**config.mk**
```make
export PLATFORM = sky130hd
export DESIGN_NAME = mrrb_ctrl
export DESIGN_NICKNAME = d
export VERILOG_FILES = /design/src/rtl/core/multi_reader_ring_buffer_assert.svh /design/src/rtl/core/mrrb_pkg.sv /design/src/rtl/core/mrrb_ctrl.sv
export SDC_FILE = /design/constraint.sdc
export NUM_CORES = 1
export LEC_CHECK = 0
export BUFFER_PORTS_ARGS = -buffer_cell sky130_fd_sc_hd__clkbuf_2
export CORE_AREA = 2 2 39 41
export DETAILED_ROUTE_END_ITERATION = 12
export DIE_AREA = 0 0 41 43
export PLACE_DENSITY = 0.54
export SLEW_MARGIN = 30
export SYNTH_ARGS = -nofsm -noshare
export SYNTH_HDL_FRONTEND = slang
export SYNTH_SLANG_ARGS = --single-unit
```
**constraint.sdc**
```tcl
create_clock -name clk -period 4 [get_ports clk]
set_input_delay 1 -clock clk [delete_from_list [all_inputs] [get_ports clk]]
set_output_delay 1 -clock clk [all_outputs]
set_load 0.01 [all_outputs]
```
**src/rtl/core/multi_reader_ring_buffer_assert.svh**
```systemverilog
// Assertion macros for the multi-reader ring buffer
`ifndef MULTI_READER_RING_BUFFER_ASSERT_SVH
`define MULTI_READER_RING_BUFFER_ASSERT_SVH
// assert that a condition implies a consequent in the same cycle
`define MRRB_ASSERT_IMPL(label, clk, rst, a, b) \
  label: assert property (@(posedge clk) disable iff (rst) (a) |-> (b)) \
    else $error("assertion failed");
// assert that a condition implies a consequent in the next cycle
`define MRRB_ASSERT_NEXT(label, clk, rst, a, b) \
  label: assert property (@(posedge clk) disable iff (rst) (a) |=> (b)) \
    else $error("assertion failed");
`endif

```
**src/rtl/core/mrrb_pkg.sv**
```systemverilog
// ----------------------------------------------------------------------------
// mrrb_pkg
// Types, codes and defaults shared by the ring buffer modules.
// ----------------------------------------------------------------------------
`default_nettype none
package mrrb_pkg;
  localparam int DEF_RING_DEPTH  = 65536;
  localparam int DEF_NUM_READERS = 8;
  localparam int DEF_MAX_READ    = 64;

  localparam logic [2:0] CMD_WRITE  = 3'd0;
  localparam logic [2:0] CMD_READ   = 3'd1;
  localparam logic [2:0] CMD_ATTACH = 3'd2;
  localparam logic [2:0] CMD_BACKP  = 3'd3;
  localparam logic [2:0] CMD_REPORT = 3'd4;

  localparam logic [2:0] ST_WRITTEN  = 3'd0;
  localparam logic [2:0] ST_DATA     = 3'd1;
  localparam logic [2:0] ST_SYNC     = 3'd2;
  localparam logic [2:0] ST_NODATA   = 3'd3;
  localparam logic [2:0] ST_OVERRUN  = 3'd4;
  localparam logic [2:0] ST_BACKPRES = 3'd5;
  localparam logic [2:0] ST_ACK      = 3'd6;

  localparam logic [1:0] REG_RING_SIZE = 2'd0;
  localparam logic [1:0] REG_ALIGN     = 2'd1;

  typedef struct packed {
    logic [2:0] command;
    logic [7:0] data_byte;
    logic [2:0] reader;
    logic [6:0] request_len;
    logic       clear_gauges;
  } in_item_t;

  typedef struct packed {
    logic [2:0]  status;
    logic [7:0]  data_byte_res;
    logic        last;
    logic [6:0]  copy_len;
    logic [16:0] reader_backlog;
    logic [15:0] max_backlog;
    logic [31:0] overrun_tally;
    logic [31:0] backpressure_count;
  } out_item_t;

  typedef enum logic [2:0] {
    S_IDLE, S_EVAL, S_DIV, S_EMIT, S_STREAM, S_DRAIN
  } state_t;

  // controller to datapath
  typedef struct packed {
    logic load;      // capture input item
    logic eval;      // compute diff, pos, ready
    logic decide;    // apply state updates for a command
    logic div_step;  // one alignment step
    logic rd_issue;  // issue memory read
    logic single;    // form single result
    logic advance;   // next stream byte
  } ctrl_t;

  // datapath to controller
  typedef struct packed {
    logic is_read;
    logic known;
    logic stream;    // read will stream data
    logic need_div;
    logic div_done;
    logic stream_end;
  } stat_t;
endpackage
`default_nettype wire

```
**src/rtl/core/mrrb_ctrl.sv**
```systemverilog
// ----------------------------------------------------------------------------
// mrrb_ctrl
// Command sequencer: accepts an item, steps evaluation and emits results.
// ----------------------------------------------------------------------------
`default_nettype none
module mrrb_ctrl (
  input  wire logic            clk,
  input  wire logic            rst,
  input  wire logic            in_valid,
  output logic                 in_ready,
  output logic                 out_push,
  input  wire logic            out_free,
  input  wire mrrb_pkg::stat_t st,
  output mrrb_pkg::ctrl_t      ctl
);
  import mrrb_pkg::*;
  state_t state, state_next;

  // hold state
  always_ff @(posedge clk) begin
    if (rst) state <= S_IDLE;
    else state <= state_next;
  end

  // next state and commands
  always_comb begin
    state_next = state;
    ctl = '0;
    in_ready = 1'b0;
    out_push = 1'b0;
    case (state)
      S_IDLE: begin
        in_ready = 1'b1;
        if (in_valid) begin
          ctl.load = 1'b1;
          state_next = S_EVAL;
        end
      end
      S_EVAL: begin
        ctl.eval = 1'b1;
        state_next = S_DIV;
      end
      S_DIV: begin
        if (st.need_div && !st.div_done) ctl.div_step = 1'b1;
        else begin
          ctl.decide = 1'b1;
          if (!st.known) state_next = S_IDLE;
          else if (st.stream) begin
            ctl.rd_issue = 1'b1;
            state_next = S_STREAM;
          end else state_next = S_EMIT;
        end
      end
      S_EMIT: begin
        if (out_free) begin
          ctl.single = 1'b1;
          out_push = 1'b1;
          state_next = S_IDLE;
        end
      end
      S_STREAM: begin
        if (out_free) begin
          out_push = 1'b1;
          ctl.advance = 1'b1;
          if (st.stream_end) state_next = S_IDLE;
          else ctl.rd_issue = 1'b1;
        end
      end
      default: state_next = S_IDLE;
    endcase
  end
endmodule
`default_nettype wire

```
After elaboration in Yosys (flattened, before gate mapping)
Cells that the tools add are included.

word-level totals
  bits in registers = 3
  latch bits = 0
  RAM bits = 0
  ROM bits = 0
  input bits = 10
  memories kept = 0

operators by class
  $add $sub $neg = 0
  multiply operators = 0
  div/mod/pow operators = 0
  magnitude comparators = 0
  equality and inequality tests = 9
  shift-type cells = 0
  mux-type cells = 25
  bitwise gates (word level) = 0
  reduce and logical (&&, ||, !) cells = 5

operators by type and width
  operator              count
  $mux W3               7
  $mux W1               15
  $pmux W3 S5           1
  $ne A2 B2 Y1 const B  5
  $eq A3 B2 Y1 const B  2
  $reduce_and A5 Y1     1
  $eq A3 B1 Y1 const B  1
  $eq A3 B3 Y1 const B  1
  $logic_not A3 Y1      1
  $mux W2               1
  $pmux W1 S2           1
  $reduce_or A2 Y1      1
  $logic_and A1 B1 Y1   1
  $logic_not A1 Y1      1

Depth between registers and ports, before layout
Gate-level depths: netlist (run 1).

  depth after elaboration = 4
  mapped depth = 4
  mapped depth without buffers = 3

Worst setup path before layout (run 1)
Ideal clock, no wire load.

  path kind = input port to output port
  start point = input st[1] in the netlist's numbering
  end point = output ctl[2] in the netlist's numbering
  data arrival time = 1.441 ns
  slack = 1.559 ns
  stages = 3
  path buffers = 0
  cells stage by stage = nand2b_1 > nand3_1 > o22ai_1

RTL lines
  item                line             text
  start: declaration  mrrb_ctrl.sv:13  input wire mrrb_pkg::stat_t st,
  end: declaration    mrrb_ctrl.sv:14  output mrrb_pkg::ctrl_t ctl

==> results of run 1 <==
## cells in the mapped netlist (all sizes together), types with 2 or more instances
master | number | area, µm²
nand2 | 6 | 22.5
nor2 | 5 | 18.8
dfxtp | 3 | 60.1
nand2b | 3 | 18.8
a211oi | 2 | 15.0
buf | 2 | 16.3
inv | 2 | 10.0
nand3 | 2 | 10.0
nand3b | 2 | 15.0
or4 | 2 | 15.0
## worst max-delay path: cells and delay by family
kind                   cells  cell delay, ns
AOI/OAI and AO/OA          1            0.16
buffers and inverters      2            0.23
and+or+nand+nor            2            0.23
## metrics by stage
step | hold slack (ns) | std cells
floorplan | 0.546 | 39
global placement | 0.576 | 69
detailed placement | 0.570 | 69
CTS | 0.574 | 73
global route | 0.610 | 73
finish | 0.570 | 73
## layer usage
| layer | wire length [µm] | track usage (%) | vias to the layer above |
|---|---|---|---|
| li1 | - | - | 171 |
| met1 | 341 | 11.8 | 131 |
| met2 | 248 | 13.1 | 21 |
| met3 | 83 | 3.66 | 0 |
| met4 | 0 | 4.00 | 0 |
| met5 | 0 | 0 | - |
## logic make-up after synthesis
logic type | after synthesis | share of synthesized area [%]
AND/OR/NAND/NOR | 24 | 46.9
AO/OA/AOI/OAI | 7 | 19.2
buffers and inverters | 5 | 11.3
flip-flops | 3 | 22.5
## area by class of cell
cell class	instances	area (µm²)
Inverter	2	10.0
Sequential cell	3	60.1
Multi-Input combinational cell	31	176
Tap cell	16	20.0
Clock buffer	4	26.3
Fill cell	155	1010
Timing Repair Buffer	17	85.1
## path summary, 6_finish.rpt
| kind | startpoint | endpoint | cells after the start |
|---|---|---|---|
| worst max-delay path | st[1] | ctl[2] | 5 |
| worst min-delay path | state[2]$_SDFFE_PP0P_ | state[2]$_SDFFE_PP0P_ | 2 |
| worst max register to register | state[1]$_SDFFE_PP0P_ | state[0]$_SDFFE_PP0P_ | 3 |
| worst min register to register | state[2]$_SDFFE_PP0P_ | state[2]$_SDFFE_PP0P_ | 2 |
## power breakdown
part	internal, mW	switching, mW
Combinational	0.0112	0.0121
Clock	0.0374	0.0156
Sequential	0.0317	0.00401
Total	0.0803	0.0317
==> run summary, run 1 <==
The floorplan has 14 rows. In the routed layout, each cell is associated on average with a via count of 4.42. For the final routed database, the setup TNS stands at 0 ns.

By instance count, the cell type seen most on the critical path is sky130_fd_sc_hd__clkbuf_2. The pin count of the biggest net entering global routing is 11. The top-level port count came out at 19. The clock-pin transition on the worst setup and hold timing paths came out at 0.03 ns. The initial antenna violation count is 0. Routability-driven placement finished with a final weighted congestion of 0.739. The post-detailed-route count of antenna-violating nets came out at 0. The area of the placeable core came out at 0.00138 mm².

CTS built an H-tree with a depth of 1. The maximum clock insertion buffer count is 2. The final count of negative-setup-slack endpoints came out at 0. The normalized max-slew margin is 77.5%. The proportion of layout cells with a drive suffix above 1 is 38.6%. The total wire length after detailed routing is 673 µm. The flip-flop count of the largest register, all copies and words added came out at 3. The leakage power came out at 0.171 nW. The sequential fraction of the synthesis area is 22.5%. The library cell used as clock root buffer is sky130_fd_sc_hd__clkbuf_4. The first detailed-routing pass ran for 4 iterations. The post-synth net total is 49. The effective utilization at floorplan came out at 19.3%. Measured on the finished design, the core utilization comes to 27.3%. In the final layout, the registers with the most flip-flops are state (3). The total count of hold-check failures in the final report is 0. For this run, design rule violations remaining after detail routing come to 0. The die covers 0.00176 mm². Synthesis produced 39 cells. The power per unit of standard cell area came out at 296 mW/mm². The library cells used most frequently in the layout, excluding fill and tap cells, are sky130_fd_sc_hd__clkbuf_2 (17), sky130_fd_sc_hd__nand2_1 (6), sky130_fd_sc_hd__nor2_1 (5). For this design, the slowest cell found on the critical path is sky130_fd_sc_hd__o22ai_1. The growth of design area from synthesis to finish came out at 41.8%. The first-pass GRT wire length came out at 1110 µm. The share of synthesized flip-flops with an asynchronous set or reset is 0%. After layout, the worst path uses 65.5% of the clock period.

From left edge to right edge, the die measures 41 µm. The number of max-capacitance violations reported came out at 0. Counting the buffers created by CTS gives 3. The total overflow reported by the global router came out at 0.

The achievable frequency is 0.382 GHz. The required time at the endpoint of the critical path is 3.00 ns. The CTS tree is built.

The vertical extent of the die came out at 43 µm. Setup repair after global routing left no endpoint under its margin. Setup slack on the critical path of the routed design comes to 1.38 ns. The max-slew violation total from the final report was 0. The worst clock skew came out at 0.00216 ns. For the pin with the worst max-slew slack, the measured transition is 0.338 ns. The clock period minus final worst setup slack came out at 2.62 ns. The clock latency at the later pin of the worst-skew pair is 0.23 ns.

Walking the worst path, the cells encountered are clkbuf_2, nand2b_1, nand3_1, o22ai_1, clkbuf_2. The worst setup path is captured at an output port. The library cell used most frequently in the layout, excluding fill and tap cells, is sky130_fd_sc_hd__clkbuf_2. The instance area after placement came out at 352 µm². The synthesized design contains 0 enable-type register cells. The worst min-delay path class is reg2reg. The peak fanout along the critical path came out at 3. The flow ran to the end, and the final reports show no timing, DRC or antenna violations. Overall power consumption after layout is estimated at 0.112 mW. The number of antenna diodes in the final layout is 0. The sort of element at the start of the critical path is an input pin.

The post-CTS setup-driven buffer insertion count is 0. The first-iteration detailed-routing DRC count came out at 9. Global routing consumed, over all layers together, 9.21% of the routing resources.

The number of register bits inferred by synthesis came out at 3. The leading register cell type out of synthesis is sky130_fd_sc_hd__dfxtp_1. Post-CTS repair changed the size of 0 cells. On the worst path, the slowest cell contributes a delay of 0.16 ns. VDD sags by at most 131 µV.

The overall via count from detail_route is 323. The count of yosys warnings during synthesis came out at 0. Dividing the detail-routed wire length by the instance count gives 9.22 µm. The critical path is of the in2out type. The number of global-route vias before repair is 277. The area of all placed cells without fillers came out at 378 µm². After the last flow step, the layout net total stands at 68. The register-to-register path setup slack is 2.57 ns. Input and output buffers added on the ports amount to 17. In this run the cell area of the synthesized design comes to 267 µm². The pre-CTS setup slack came out at 1.37 ns.

The distinct cell type count of the synthesized netlist is 22. A synthesized cell averages 6.83 µm². STA puts the critical path data arrival time at 1.62 ns. The register with the most flip-flops in the final layout is state. The number of hold buffers added after CTS was 0. The CTS sink count is 3.
No activity file was read; power rests on OpenSTA's default activity.
==> run 2, diff against run 1 <==
--- a/config.mk
+++ b/config.mk
@@ -9,7 +9,7 @@
 export CORE_AREA = 2 2 39 41
 export DETAILED_ROUTE_END_ITERATION = 12
 export DIE_AREA = 0 0 41 43
-export PLACE_DENSITY = 0.54
+export PLACE_DENSITY = 0.56
 export SLEW_MARGIN = 30
 export SYNTH_ARGS = -nofsm -noshare
 export SYNTH_HDL_FRONTEND = slang
==> constraint.sdc (replaced) <==
create_clock -name clk -period 2.3 [get_ports clk]
set_input_delay 0.575 -clock clk [delete_from_list [all_inputs] [get_ports clk]]
set_output_delay 0.575 -clock clk [all_outputs]
set_load 0.01 [all_outputs]
==> run 2 against run 1 <==
Effect of this change: power up 74%; setup slack got worse by 1.2 ns; largest cell class unchanged; core utilization stayed put.
==> run summary, run 2 (same netlist as run 1, synthesis figures left out) <==
The delay of the slowest critical-path stage is 0.48 ns (+0.32 ns). The number of filler cells placed in the layout came out at 165 (+6.5%). The effective utilization at floorplan came out at 19.3% (unchanged). The diode insertion count for antenna repair is 0 (unchanged). The worst hold path depth is 2 (unchanged). The die area came out at 0.00176 mm² (unchanged). The arrival time at the worst endpoint came out at 1.53 ns (-0.09 ns). Clock tree synthesis selected as its root buffer the cell sky130_fd_sc_hd__clkbuf_4. The total count of hold-check failures in the final report came to 0 (unchanged). The growth of design area from synthesis to finish is 41.8% (unchanged).

The largest voltage drop on the vdd net was 137 µV (+4.6%). The number of rows created at floorplan came out at 14 (unchanged). The path class of the tightest hold or removal check is in2reg. The final count of negative-setup-slack endpoints was 0 (unchanged). The top-level port count came out at 19 (unchanged). The leakage power came out at 0.171 nW (unchanged). The post-detailed-route count of antenna-violating nets was 0 (unchanged). The proportion of layout cells with a drive suffix above 1 came out at 38.6% (unchanged). The initial antenna violation count was 0 (unchanged).

The area taken by flip-flops and latches is 60.1 µm² (unchanged). The path with the worst hold slack has its endpoint at state[1]$_SDFFE_PP0P_. TritonCTS built the clock tree. The overall via count from detail_route came out at 313 (-3.1%). The number of max-capacitance violations reported was 0 (unchanged).

The placed cell count came out at 69 (unchanged). The area of the placeable core is 0.00138 mm² (unchanged). The normalized max-slew margin came out at 80.1% (+2.7 points). The slew of the pin with the lowest slew margin was 0.298 ns (-0.0402 ns). The slowest cell on the critical path is sky130_fd_sc_hd__dfxtp_1. The kind of cell with the highest combined delay on the critical path is flip-flops. The register-to-register path setup slack was 0.92 ns (-1.65 ns). The number of buffers created by CTS came out at 3 (unchanged). The via density per instance is 4.29 (-3.1%). The post-CTS setup-driven buffer insertion count is 0 (unchanged). The launch instance of the worst register-to-register path is state[1]$_SDFFE_PP0P_.

The first-iteration detailed-routing DRC count came out at 2 (-7). The power per unit of standard cell area was 516 mW/mm² (+74%). The endpoint identified for the worst register-to-register timing path is state[0]$_SDFFE_PP0P_.

The final period utilization came out at 91.4%. The buffers plus inverters on the worst setup path came out at 2 (unchanged). The footprint of the multi-input gates came out at 176 µm² (unchanged).

The vertical extent of the die came to 43 µm (unchanged). The post-route setup TNS came out at 0 ns (unchanged). The floorplan die width is 41 µm (unchanged). Setup repair after global routing left no endpoint under its margin. The total overflow reported by the global router is 0 (unchanged). The filler-free cell count of the finished design came out at 73 (unchanged). Counting flops per register, the top entry is state.

The hold buffer count at CTS came out at 0 (unchanged). The number of nets in the final layout came to 68 (unchanged). Leaving out fill and tap cells, the most frequent cells in the layout are sky130_fd_sc_hd__clkbuf_2 (17), sky130_fd_sc_hd__nand2_1 (6), sky130_fd_sc_hd__nor2_1 (5). The total of buffers placed on input and output ports was 17 (unchanged). The maximum level of the CTS H-tree came out at 1 (unchanged). The first-pass GRT wire length is 1100 µm (-1.2%). The area of all placed cells without fillers is 378 µm² (unchanged). The instance area after placement was 352 µm² (unchanged). The flip-flop count of the largest register, all copies and words added was 3 (unchanged).

The detailed-router iteration count before antenna repair was 2 (-2). The worst setup path is launched from a flip-flop. The clock latency at the later pin of the worst-skew pair is 0.23 ns (about the same).

The clock-pin transition on the worst setup and hold timing paths came out at 0.04 ns (about the same). The total track usage came to 9.42% (+0.21 points). The maximum clock insertion buffer count is 2 (unchanged). The final core utilization is 27.3% (unchanged). Leaving out fill and tap cells, the most frequent cell in the layout is sky130_fd_sc_hd__clkbuf_2. The max-slew violation total from the final report was 0 (unchanged). The residual DRC count came out at 0 (unchanged). The worst clock skew was 0.000937 ns (-0.00122 ns).

The peak fanout along the critical path is 8 (+5). The pin count of the biggest net entering global routing is 11 (unchanged). The largest registers in the layout are state (3).

The signal on the critical path passes through inv_4, or3_2, o22ai_1, clkbuf_2. The required time at the endpoint of the critical path is 1.73 ns (-1.27 ns). The count of cells along the worst register-to-register path is 3 (unchanged).

The number of global-route vias before repair came to 295 (+6.5%). The routed length per instance was 8.48 µm (-8.0%). The achievable frequency came out at 0.476 GHz.

The CTS sink count is 3 (unchanged). The flow ran to the end, and the final reports show no timing, DRC or antenna violations. The critical path is of the reg2out type. The clock period could shrink to 2.10 ns. The sum of net half-perimeters after detailed placement came out at 505 µm. The startpoint identified for the worst hold timing path is rst. The post-cts gate resize count was 0 (unchanged). The kind of capture point of the worst setup path is an output port. The final weighted congestion of routability-driven global placement came to 0.690 (-6.7%). The total wire length after detailed routing is 619 µm (-8.0%).
run 2: how the worst max path moves through the flow:
stage	from	endpoint	slack, ns	cells after the start
floorplan	state[2]$_SDFFE_PP0P_	ctl[2]	0.54	3
finish	state[1]$_SDFFE_PP0P_	ctl[2]	0.20	4
global route	state[1]$_SDFFE_PP0P_	ctl[2]	0.11	4
detailed placement	state[1]$_SDFFE_PP0P_	ctl[2]	0.44	4
global placement	state[1]$_SDFFE_PP0P_	ctl[2]	0.44	4
CTS	state[1]$_SDFFE_PP0P_	ctl[2]	0.18	4
run 2: cell type report:
| type | count | share of cell area [%] |
|---|---|---|
| Multi-Input combinational cell | 31 | 46.7 |
| Timing Repair Buffer | 17 | 22.5 |
| Sequential cell | 3 | 15.9 |
| Clock buffer | 4 | 6.95 |
| Tap cell | 16 | 5.30 |
| Inverter | 2 | 2.65 |
run 2: stage by stage:
| stage | power, mW | hold slack, ns | setup WS, ns |
|---|---|---|---|
| 5_1_grt | 0.212 | 0.549 | 0.112 |
| 3_3_place_gp | 0.104 | 0.569 | 0.436 |
| 6_report | 0.195 | 0.540 | 0.198 |
| 3_5_place_dp | 0.104 | 0.576 | 0.442 |
| 2_1_floorplan | 0.0870 | 0.546 | 0.538 |
| 4_1_cts | 0.200 | 0.538 | 0.183 |
run 2: where the power goes:
group,switching [mW],internal [mW],total [mW]
combinational,0.0211,0.0194,0.0405
sequential,0.00643,0.0551,0.0615
clock,0.0277,0.0650,0.0928
total,0.0553,0.140,0.195
run 2: metal layers:
metal  track usage (%)  vias to the layer above  wire, µm
met5                 0                        -         0
met2              12.2                       11       311
met4              10.0                        0         0
met3              1.57                        0        45
met1              11.8                      130       262
li1                  -                      172         -
